**src/rtl/lkp_pkg.sv**
```systemverilog
// Shared constants, types and character helpers for the location keyword parser.
package lkp_pkg;

  localparam int NUMBER_WIDTH_DEF = 32;
  localparam int OUT_W = 32;

  localparam logic [7:0] CASE_OFFSET = 8'h20;
  localparam logic [7:0] CH_NUL      = 8'h00;
  localparam logic [7:0] CH_TAB      = 8'h09;
  localparam logic [7:0] CH_SPACE    = 8'h20;
  localparam logic [7:0] CH_COLON    = ":";
  localparam logic [7:0] CH_0        = "0";
  localparam logic [7:0] CH_7        = "7";
  localparam logic [7:0] CH_9        = "9";
  localparam logic [7:0] CH_A        = "A";
  localparam logic [7:0] CH_B        = "B";
  localparam logic [7:0] CH_C        = "C";
  localparam logic [7:0] CH_D        = "D";
  localparam logic [7:0] CH_E        = "E";
  localparam logic [7:0] CH_F        = "F";
  localparam logic [7:0] CH_G        = "G";
  localparam logic [7:0] CH_N        = "N";
  localparam logic [7:0] CH_R        = "R";
  localparam logic [7:0] CH_S        = "S";
  localparam logic [7:0] CH_U        = "U";
  localparam logic [7:0] CH_V        = "V";
  localparam logic [7:0] CH_X        = "X";
  localparam logic [7:0] CH_LOW_A    = "a";
  localparam logic [7:0] CH_LOW_Z    = "z";

  localparam logic [4:0] HEX_NONE = 5'd16;

  typedef enum logic [1:0] {
    RADIX_DEC,
    RADIX_OCT,
    RADIX_HEX
  } radix_t;

  typedef struct packed {
    logic             emit;
    logic             ok;
    logic [OUT_W-1:0] device_value;
    logic [OUT_W-1:0] function_value;
    logic [OUT_W-1:0] bus_value;
    logic [OUT_W-1:0] register_value;
  } lkp_result_t;

  function automatic logic [7:0] upcase(input logic [7:0] c);
    logic [7:0] u;
    u = c;
    if (c inside {[CH_LOW_A:CH_LOW_Z]}) u = c - CASE_OFFSET;
    return u;
  endfunction

  function automatic logic [4:0] hex_value(input logic [7:0] c);
    logic [4:0] v;
    v = HEX_NONE;
    if (c inside {[CH_0:CH_9]}) v = 5'(c - CH_0);
    else if (c inside {[CH_A:CH_F]}) v = 5'(c - CH_A + 8'd10);
    return v;
  endfunction

endpackage

```
**src/rtl/lkp_accum.sv**
```systemverilog
// Digit check and saturating multiply-accumulate for one number character.
module lkp_accum #(
  parameter int NUMBER_WIDTH = lkp_pkg::NUMBER_WIDTH_DEF
) (
  input  logic [7:0]              c,
  input  lkp_pkg::radix_t         radix,
  input  logic [NUMBER_WIDTH-1:0] acc,
  output logic                    digit_ok,
  output logic [NUMBER_WIDTH-1:0] acc_next
);
  import lkp_pkg::*;

  localparam int WW = NUMBER_WIDTH + 5;

  logic [4:0]    hv;
  logic [WW-1:0] scaled;
  logic [WW-1:0] wide;

  always_comb begin
    hv = hex_value(c);
    case (radix)
      RADIX_HEX: begin
        digit_ok = !hv[4];
        scaled   = WW'(acc) << 4;
      end
      RADIX_OCT: begin
        digit_ok = (hv < 5'd8);
        scaled   = WW'(acc) << 3;
      end
      default: begin
        digit_ok = (hv < 5'd10);
        scaled   = (WW'(acc) << 3) + (WW'(acc) << 1);
      end
    endcase
    wide     = scaled + WW'(hv[3:0]);
    acc_next = (|wide[WW-1:NUMBER_WIDTH]) ? '1 : wide[NUMBER_WIDTH-1:0];
  end

endmodule

```
**src/rtl/lkp_parser.sv**
```systemverilog
// Per-string parse state and the combinational step that consumes one character.
module lkp_parser #(
  parameter int NUMBER_WIDTH = lkp_pkg::NUMBER_WIDTH_DEF
) (
  input  logic                 clk,
  input  logic                 rst,
  input  logic                 advance,
  input  logic [7:0]           char_q,
  input  logic [3:0]           mask,
  output lkp_pkg::lkp_result_t result
);
  import lkp_pkg::*;

  typedef enum logic [3:0] {
    PH_IDLE, PH_D_E, PH_D_V, PH_COLON, PH_F_U, PH_F_N, PH_F_C, PH_B_U,
    PH_B_S, PH_R_E, PH_R_G, PH_AFTER_COLON, PH_ZERO, PH_HEXPFX, PH_DIGITS, PH_DROP
  } phase_t;

  phase_t                  phase, phase_next;
  logic [1:0]              idx, idx_next;
  logic [3:0]              seen, seen_next, seen_eff;
  radix_t                  radix, radix_next;
  logic [NUMBER_WIDTH-1:0] values [4];

  logic [7:0]              c;
  logic [4:0]              hv;
  logic                    commit, do_idle, fin, fin_chk, fin_ok, clear;
  logic                    wr_en;
  logic [NUMBER_WIDTH-1:0] wr_val;
  logic                    digit_ok;
  logic [NUMBER_WIDTH-1:0] acc_next;
  logic                    kw_hit;
  logic [1:0]              kw_idx;
  phase_t                  kw_phase;

  lkp_accum #(.NUMBER_WIDTH(NUMBER_WIDTH)) u_accum (
    .c        (c),
    .radix    (radix),
    .acc      (values[idx]),
    .digit_ok (digit_ok),
    .acc_next (acc_next)
  );

  always_comb begin
    c  = upcase(char_q);
    hv = hex_value(c);

    kw_hit   = 1'b1;
    kw_idx   = 2'd0;
    kw_phase = PH_D_E;
    case (c)
      CH_D: begin
        kw_idx   = 2'd0;
        kw_phase = PH_D_E;
      end
      CH_F: begin
        kw_idx   = 2'd1;
        kw_phase = PH_F_U;
      end
      CH_B: begin
        kw_idx   = 2'd2;
        kw_phase = PH_B_U;
      end
      CH_R: begin
        kw_idx   = 2'd3;
        kw_phase = PH_R_E;
      end
      default: kw_hit = 1'b0;
    endcase

    phase_next = phase;
    idx_next   = idx;
    seen_next  = seen;
    radix_next = radix;
    wr_en      = 1'b0;
    wr_val     = NUMBER_WIDTH'(hv[3:0]);
    commit     = 1'b0;
    do_idle    = 1'b0;
    fin        = 1'b0;
    fin_chk    = 1'b0;
    clear      = 1'b0;

    case (phase)
      PH_IDLE: do_idle = 1'b1;
      PH_D_E: if (c == CH_E) phase_next = PH_D_V; else fin = 1'b1;
      PH_D_V: if (c == CH_V) phase_next = PH_COLON; else fin = 1'b1;
      PH_COLON: if (c == CH_COLON) phase_next = PH_AFTER_COLON; else fin = 1'b1;
      PH_F_U: if (c == CH_U) phase_next = PH_F_N; else fin = 1'b1;
      PH_F_N: if (c == CH_N) phase_next = PH_F_C; else fin = 1'b1;
      PH_F_C: if (c == CH_C) phase_next = PH_COLON; else fin = 1'b1;
      PH_B_U: if (c == CH_U) phase_next = PH_B_S; else fin = 1'b1;
      PH_B_S: if (c == CH_S) phase_next = PH_COLON; else fin = 1'b1;
      PH_R_E: if (c == CH_E) phase_next = PH_R_G; else fin = 1'b1;
      PH_R_G: if (c == CH_G) phase_next = PH_COLON; else fin = 1'b1;
      PH_AFTER_COLON: begin
        if (c inside {[CH_0:CH_9]}) begin
          wr_en      = 1'b1;
          radix_next = RADIX_DEC;
          phase_next = (c == CH_0) ? PH_ZERO : PH_DIGITS;
        end else if (!(c == CH_SPACE || c == CH_TAB)) begin
          fin     = 1'b1;
          fin_chk = 1'b1;
        end
      end
      PH_ZERO: begin
        if (c == CH_X) begin
          phase_next = PH_HEXPFX;
        end else if (c inside {[CH_0:CH_7]}) begin
          wr_en      = 1'b1;
          radix_next = RADIX_OCT;
          phase_next = PH_DIGITS;
        end else begin
          commit  = 1'b1;
          do_idle = 1'b1;
        end
      end
      PH_HEXPFX: begin
        if (!hv[4]) begin
          wr_en      = 1'b1;
          radix_next = RADIX_HEX;
          phase_next = PH_DIGITS;
        end else begin
          commit  = 1'b1;
          fin     = 1'b1;
          fin_chk = 1'b1;
        end
      end
      PH_DIGITS: begin
        if (digit_ok) begin
          wr_en  = 1'b1;
          wr_val = acc_next;
        end else begin
          commit  = 1'b1;
          do_idle = 1'b1;
        end
      end
      PH_DROP: if (char_q == CH_NUL) clear = 1'b1;
      default: clear = 1'b1;
    endcase

    seen_eff = commit ? (seen | (4'b0001 << idx)) : seen;
    if (commit) begin
      seen_next  = seen_eff;
      phase_next = PH_IDLE;
    end

    if (do_idle) begin
      if (kw_hit) begin
        if (seen_eff[kw_idx]) begin
          fin = 1'b1;
        end else begin
          idx_next   = kw_idx;
          phase_next = kw_phase;
        end
      end else if (!(c == CH_SPACE || c == CH_TAB)) begin
        fin     = 1'b1;
        fin_chk = 1'b1;
      end
    end

    fin_ok = fin_chk && ((mask & ~seen_eff) == 4'b0000);

    if (fin) begin
      if (char_q == CH_NUL) clear = 1'b1;
      else phase_next = PH_DROP;
    end

    result.emit           = fin;
    result.ok             = fin_ok;
    result.device_value   = fin_ok ? OUT_W'(values[0]) : '0;
    result.function_value = fin_ok ? OUT_W'(values[1]) : '0;
    result.bus_value      = fin_ok ? OUT_W'(values[2]) : '0;
    result.register_value = fin_ok ? OUT_W'(values[3]) : '0;
  end

  always_ff @(posedge clk) begin
    if (rst || (advance && clear)) begin
      phase  <= PH_IDLE;
      idx    <= 2'd0;
      seen   <= 4'b0000;
      radix  <= RADIX_DEC;
      values <= '{default: '0};
    end else if (advance) begin
      phase <= phase_next;
      idx   <= idx_next;
      seen  <= seen_next;
      radix <= radix_next;
      if (wr_en) values[idx] <= wr_val;
    end
  end

endmodule

```
**src/rtl/location_keyword_parser_unit.sv**
```systemverilog
// Top level of the location keyword parser: input register, parser and result register.
//
//   channel  | handshake                 | payload
//   ---------+---------------------------+------------------------------------------
//   input    | in_valid / in_stall       | char_in
//   result   | out_valid / out_stall     | ok, device_value, function_value,
//            |                           | bus_value, register_value
//   config   | cfg_valid / cfg_ready     | required_mask
//
// One character per cycle unless the result stalls: an accepted item is parsed while it
// sits in the input register, and its result, if any, is captured by the result register.
// The parser advances only when the result register is empty or being taken, so a
// stalled result stops the input register and in turn raises in_stall.
// Reset clears the parse state, empties both registers and sets the stored mask to 15.
module location_keyword_parser_unit #(
  parameter int NUMBER_WIDTH = lkp_pkg::NUMBER_WIDTH_DEF
) (
  input  logic                      clk,
  input  logic                      rst,
  input  logic                      in_valid,
  output logic                      in_stall,
  input  logic [7:0]                char_in,
  output logic                      out_valid,
  input  logic                      out_stall,
  output logic                      ok,
  output logic [lkp_pkg::OUT_W-1:0] device_value,
  output logic [lkp_pkg::OUT_W-1:0] function_value,
  output logic [lkp_pkg::OUT_W-1:0] bus_value,
  output logic [lkp_pkg::OUT_W-1:0] register_value,
  input  logic                      cfg_valid,
  output logic                      cfg_ready,
  input  logic [3:0]                required_mask
);
  import lkp_pkg::*;

  logic        q_valid;
  logic [7:0]  char_q;
  logic [3:0]  mask;
  logic        advance;
  logic        accept;
  lkp_result_t result;

  assign advance   = q_valid && (!out_valid || !out_stall);
  assign in_stall  = q_valid && !advance;
  assign accept    = in_valid && !in_stall;
  assign cfg_ready = 1'b1;

  always_ff @(posedge clk) begin
    if (rst) begin
      mask <= 4'hF;
    end else if (cfg_valid && cfg_ready) begin
      mask <= required_mask;
    end
  end

  always_ff @(posedge clk) begin
    if (rst) begin
      q_valid <= 1'b0;
    end else if (accept) begin
      q_valid <= 1'b1;
    end else if (advance) begin
      q_valid <= 1'b0;
    end
    if (accept) char_q <= char_in;
  end

  lkp_parser #(.NUMBER_WIDTH(NUMBER_WIDTH)) u_parser (
    .clk     (clk),
    .rst     (rst),
    .advance (advance),
    .char_q  (char_q),
    .mask    (mask),
    .result  (result)
  );

  always_ff @(posedge clk) begin
    if (rst) begin
      out_valid <= 1'b0;
    end else if (advance && result.emit) begin
      out_valid <= 1'b1;
    end else if (!out_stall) begin
      out_valid <= 1'b0;
    end
    if (advance && result.emit) begin
      ok             <= result.ok;
      device_value   <= result.device_value;
      function_value <= result.function_value;
      bus_value      <= result.bus_value;
      register_value <= result.register_value;
    end
  end

  a_stall_needs_item: assert property (@(posedge clk) disable iff (rst)
    in_stall |-> q_valid)
    else $error("Input stalled with no item held.");

  a_held_item_stable: assert property (@(posedge clk) disable iff (rst)
    (q_valid && !advance) |=> (q_valid && $stable(char_q)))
    else $error("Held item changed before it was parsed.");

  a_fail_values_zero: assert property (@(posedge clk) disable iff (rst)
    (out_valid && !ok) |-> (device_value == '0 && function_value == '0 &&
                            bus_value == '0 && register_value == '0))
    else $error("Failed result carries nonzero values.");

endmodule

```
**config.mk**
```make
export PLATFORM = sky130hd
export DESIGN_NAME = location_keyword_parser_unit
export DESIGN_NICKNAME = d
export VERILOG_FILES = /design/src/rtl/lkp_pkg.sv /design/src/rtl/lkp_accum.sv /design/src/rtl/lkp_parser.sv /design/src/rtl/location_keyword_parser_unit.sv
export SDC_FILE = /design/constraint.sdc
export NUM_CORES = 1
export LEC_CHECK = 0
export ABC_AREA = 1
export BUFFER_PORTS_ARGS = -buffer_cell sky130_fd_sc_hd__buf_2
export CORE_AREA = 2 2 171 173
export CTS_BUF_LIST = sky130_fd_sc_hd__clkbuf_4 sky130_fd_sc_hd__clkbuf_8
export DETAILED_ROUTE_END_ITERATION = 8
export DIE_AREA = 0 0 173 175
export GPL_TIMING_DRIVEN = 0
export HOLD_SLACK_MARGIN = 0.02
export PLACE_DENSITY = 0.84
export SLEW_MARGIN = 10
export SYNTH_ARGS = -nofsm -noshare
export SYNTH_HDL_FRONTEND = slang
export SYNTH_HIERARCHICAL = 1
export SYNTH_SLANG_ARGS = --single-unit
```
**constraint.sdc**
```tcl
create_clock -name clk -period 12.6 [get_ports clk]
set_input_delay 3.78 -clock clk [delete_from_list [all_inputs] [get_ports clk]]
set_output_delay 3.78 -clock clk [all_outputs]
set_load 0.005 [all_outputs]
```
## Yosys cells after proc, flatten, opt, wreduce, memory -nomap -nowiden

Cells that the tools add are included.

- Shift operators: 1
- $mul: 0
- Equality and inequality tests: 38
- Muxes and demuxes: 86
- Divide/modulo/power cells: 0
- Reductions and logical operators: 32
- Order comparisons: 12
- $add $sub $neg: 6
- Bitwise logic cells: 5

Operators by type and width:

| kind | number |
|---|---|
| 2-to-1 mux 32 bit | 6 |
| bitwise mux 128 bit | 1 |
| equality test 8 x 7 -> 1 bit (second input constant) | 12 |
| 2-to-1 mux 4 bit | 21 |
| case mux 36 bit (2 select lines) | 1 |
| binary-select mux 32 bit (select 2 bit) | 1 |
| demux 32 bit (select 2 bit) | 1 |
| case mux 4 bit (13 select lines) | 1 |
| adder 37 x 4 -> 37 bit | 1 |
| adder 35 x 33 -> 36 bit | 1 |
| 2-to-1 mux 1 bit | 36 |
| equality test 4 bit (second input constant) | 8 |
| equality test 8 x 6 -> 1 bit (second input constant) | 3 |
| equality test 4 x 3 -> 1 bit (second input constant) | 4 |
| >= comparator 8 x 7 -> 1 bit (second input constant) | 2 |
| <= comparator 8 x 6 -> 1 bit (second input constant) | 2 |
| <= comparator 8 x 7 -> 1 bit (second input constant) | 2 |
| case mux 2 bit (3 select lines) | 2 |
| case mux 4 bit (3 select lines) | 1 |
| logical AND 1 bit | 11 |
| less-than comparator 5 x 4 -> 1 bit (second input constant) | 2 |
| 2-to-1 mux 2 bit | 5 |
| 2-to-1 mux 5 bit | 2 |
| case mux 1 bit (10 select lines) | 1 |
| other kinds (38) | 53 |

- Input bits: 17
- Word-level logic and storage cells: 197
- Bits in registers: 283
- Bits in writable memories: 0
- ROM bits: 0
- Latch bits: 0
- Output and inout port bits: 132
- Memories kept: 0

## Logic depth before layout (Yosys ltp)

- Depth after elaboration: 20
- Gate-level depth with buffers: 37
- Mapped depth without buffers: 36

## Modules after synthesis

The synthesis kept the hierarchy.

By module, submodules not included:

| module | cells each | instances | area an instance (sq um) | seq. area each (sq um) |
|---|---|---|---|---|
| lkp_parser | 1,278 | 1 | 8,390.5 | 2,802.7 |
| lkp_accum | 960 | 1 | 5,011.1 | 0.0 |
| location_keyword_parser_unit | 174 | 1 | 4,362.9 | 4,234.1 |

## Least setup slack after synthesis

Ideal clock, no wire load.

- Path kind: input to register
- Start: input out_stall
- End: register bus_value[0] (netlist name), enable pin
- Arrival: 9.288 ns
- Library setup time: 0.620 ns
- Data required time: 11.980 ns
- Path slack: 2.692 ns
- Buffers on the path: 0
- Cell stages on the path: 3
- Path through: nand2_1 > nand2_1 > nor2_1

- Cells in the longest elaborated chain, start to end: 4

RTL lines:

| what | RTL line | text |
|---|---|---|
| start: declaration | location_keyword_parser_unit.sv:24 | `input logic out_stall,` |
| logical NOT 1 bit | n/a |  |
| logical OR 1 bit | location_keyword_parser_unit.sv:43 | `assign advance = q_valid && (!out_valid \|\| !out_stall);` |
| logical AND 1 bit | location_keyword_parser_unit.sv:43 |  |
| logical AND 1 bit | location_keyword_parser_unit.sv:84 | `if (advance && result.emit) begin` |
| end signal: assignment | location_keyword_parser_unit.sv:88 | `bus_value <= result.bus_value;` |
| end: declaration | location_keyword_parser_unit.sv:28 | `output logic [lkp_pkg::OUT_W-1:0] bus_value,` |

Every way passes these cells.
A chain may end at the register's enable or synchronous reset.

## Worst setup path after layout

- Start: input out_stall
- End: output in_stall

- Cells in the longest elaborated chain, start to end: 5

RTL lines:

| what | RTL line | text |
|---|---|---|
| logical NOT 1 bit | n/a |  |
| logical OR 1 bit | location_keyword_parser_unit.sv:43 |  |
| logical AND 1 bit | location_keyword_parser_unit.sv:43 |  |
| logical NOT 1 bit | location_keyword_parser_unit.sv:44 | `assign in_stall = q_valid && !advance;` |
| logical AND 1 bit | location_keyword_parser_unit.sv:44 |  |
| end: declaration | location_keyword_parser_unit.sv:21 | `output logic in_stall,` |

Every way passes these cells.

==> flow_summary.ini <==
[layout]
num_antenna_cells = 0
mostFrequentLayoutCells = 569 x nand2_1, 385 x inv_1, 357 x nor2_1, 171 x buf_2, 146 x dfxtp_1
multiInputGateArea_mm2 = 0.00861
fillers = 2353
regArea_mm2 = 0.00704
layout_commonest_cell = nand2_1
syn_to_final_growth_pct = 12.8
layout.nets = 2672
drive_gt1_share_pct = 17.1

[synthesis]
synth_seq_cells = 283
syn_area_per_cell_um2 = 7.37
synth_top_area_share_pct = 23.2
synth_area_leaders = edfxtp_1 23%, dfxtp_1 16%, nand2_1 12%
yosys.area.top_type = edfxtp_1
synth_cell_types = 56
synth_enable_flop_cells = 137
ys_async_sr_fraction_pct = 0
synthCells = 2412
ys_seq_area_share_pct = 39.6
syn-num-nets = 2475
synth-main-ff-cell = dfxtp_1
yosys_warnings = 6
synth_area_mm2 = 0.0178

[sta]
rsz0062_at_grt = no
slew_headroom_pct = 40.6
fin_crit_ns = 7.94
timing.hold.ws_ns = 0.489
finalHoldViolCount = 0
fmax_mhz = 126
finClkSkew_ns = 0.0185
setup_violations = 0
tns_ns = 0
tightest_slew_ns = 0.891
finalCritPeriodShare_pct = 63.0
drv_slew = 0

[pwr]
p_sw_uw = 461
power.share.clock_pct = 42.0
leakage_nw = 8.43
ir_drop_v = 0.0000657
swShare_pct = 23.2
p_seq_share_pct = 50.8
p_int_mw = 1.53
power_frac_comb_pct = 7.3
power.density_mw_per_mm2 = 99.3

[floorplan]
dieArea_mm2 = 0.0303
initial_core_util_pct = 62.6
rows = 62
io_pins = 149
die_x_um = 173
die_h_um = 175
core_mm2 = 0.0284

[detailed_routing]
wl_met3_um = 4380
top_layer_used = met4
drc_errors = 0
post_drt_wl_per_cell_um = 16.6
drt-total-wl_um = 50100
vias = 16848
drt-met1-wl_um = 21500
drtPass1Iterations = 6
ant_nets = 0
first_iter_violations = 1691
viasPerCell = 5.56
wl_met2_um = 22400

[cts]
cts_root_buffer = clkbuf_8
htreeDepth = 2
cts_setup_buffers = 0
cts_tree = done
clockBufferDepth = 3
clkLatencyLatePin_ns = 0.56
cts_resized = 0
clock_sinks = 283
numCtsBuffers = 44
clk_pin_slew_worst_paths_ns = 0.06
hold_buffers = 0

[worst_setup_path]
cpMostUsedCell = buf_2
cpPeakStageDelay_ns = 0.12
path_cells = buf_2 -> nand3_1 -> inv_1 -> buf_2
worstPathArrival_ns = 4.16
critPathCaptureType = output port
cp.required_ns = 8.82
slowest_stage = buf_2
worstSetupPathType = primary input to output port
critPathMaxFanout = 3
start_kind = primary input

[run]
max_cap_violations = 0

[place]
dp_hpwl_um = 39700
port_buffers = 147
place_congestion = 0.960

[global_route]
grt.total_usage_pct = 32.9
grt_pass1_vias = 15677
grt_start_max_net_pins = 36
overflow = 0
grt_pass1_wl_um = 79900
grt_antenna_before_repair = 0

[status]
outcome = finished clean

[min_path]
hp-class = flip-flop to flip-flop
[layer usage]
| metal | GRT usage, % | up-vias |
|---|---|---|
| li1 | - | 8129 |
| met2 | 53.2 | 820 |
| met5 | 0 | - |
| met3 | 5.20 | 125 |
| met4 | 12.1 | 0 |
| met1 | 44.7 | 7774 |
[state kept, by name, summed over array words and instances (netlist names), 4 cells and up]
| signal | cells |
|---|---|
| u_parser/phase | 4 |
| char_q | 8 |
| u_parser/seen | 4 |
| bus_value | 32 |
| register_value | 32 |
| device_value | 32 |
| mask | 4 |
| u_parser/values | 128 |
| function_value | 32 |
[cell type report]
cell class              count  area share, %
clock buffers              67           4.07
inverters                 406           7.60
flip-flops and latches    283           35.1
well taps                 384           2.40
plain buffers              92           3.00
multi-input cells        1631           43.0
repair buffers            151           4.07
clock inverters            14          0.780
[power groups by stage]
stage	clock network (mW)	registers [mW]	logic, mW
6_report	0.835	1.01	0.144
5_1_grt	0.881	1.01	0.159
4_1_cts	0.840	1.01	0.144
3_5_place_dp	0	1.03	0.143
3_3_place_gp	0	1.04	0.134
2_1_floorplan	0	1.04	0.0796
[metrics by stage]
stage,cell area (um2),power [mW],cells,worst slack [ns],utilization (%)
6_report,20000,1.99,3028,4.66,70.6
5_1_grt,20000,2.05,3028,4.62,70.6
4_1_cts,20000,2.00,3028,4.66,70.6
3_5_place_dp,19100,1.17,2947,4.66,67.2
3_3_place_gp,19000,1.17,2943,0.850,66.9
2_1_floorplan,17800,1.12,2412,2.69,-
[worst paths after layout]
kind | cells past startpoint | slack, ns | end | startpoint
setup / recovery | 4 | 4.66 | in_stall | out_stall
hold / removal | 2 | 0.49 | mask[2]$_SDFFE_PP1P_ | mask[2]$_SDFFE_PP1P_
setup reg to reg | 34 | 6.63 | u_parser/values[97]$_SDFFE_PP0P_ | char_q[0]$_DFFE_PP_
hold reg to reg | 2 | 0.49 | mask[2]$_SDFFE_PP1P_ | mask[2]$_SDFFE_PP1P_
[cell usage after synthesis (all sizes together), types with 32 or more instances]
library cell and number:
nand2 600, nor2 419, inv 404, nand3 186, o21ai 147, dfxtp 146, edfxtp 137, buf 55
ha 44, o221ai 41, clkbuf 37, a21oi 34, a22oi 32
[cell families (layout without fill, tap and decap cells)]
| logic type | count (synthesis) | count (layout) | synth area share (%) |
|---|---|---|---|
| AO/OA/AOI/OAI | 297 | 297 | 10.7 |
| XOR/XNOR | 30 | 30 | 1.48 |
| adder cells (fa/ha/maj) | 46 | 46 | 3.32 |
| buffers and inverters | 498 | 730 | 12.0 |
| flip-flops | 283 | 283 | 39.6 |
| other | 1 | 1 | 0.0211 |
| AND/OR/NAND/NOR | 1257 | 1257 | 32.9 |
[critical path, delay by kind of cell]
family	cells	cell delay, ns
buf+inv	3	0.27
simple gates	1	0.11
(Power assumes the default switching activity.)
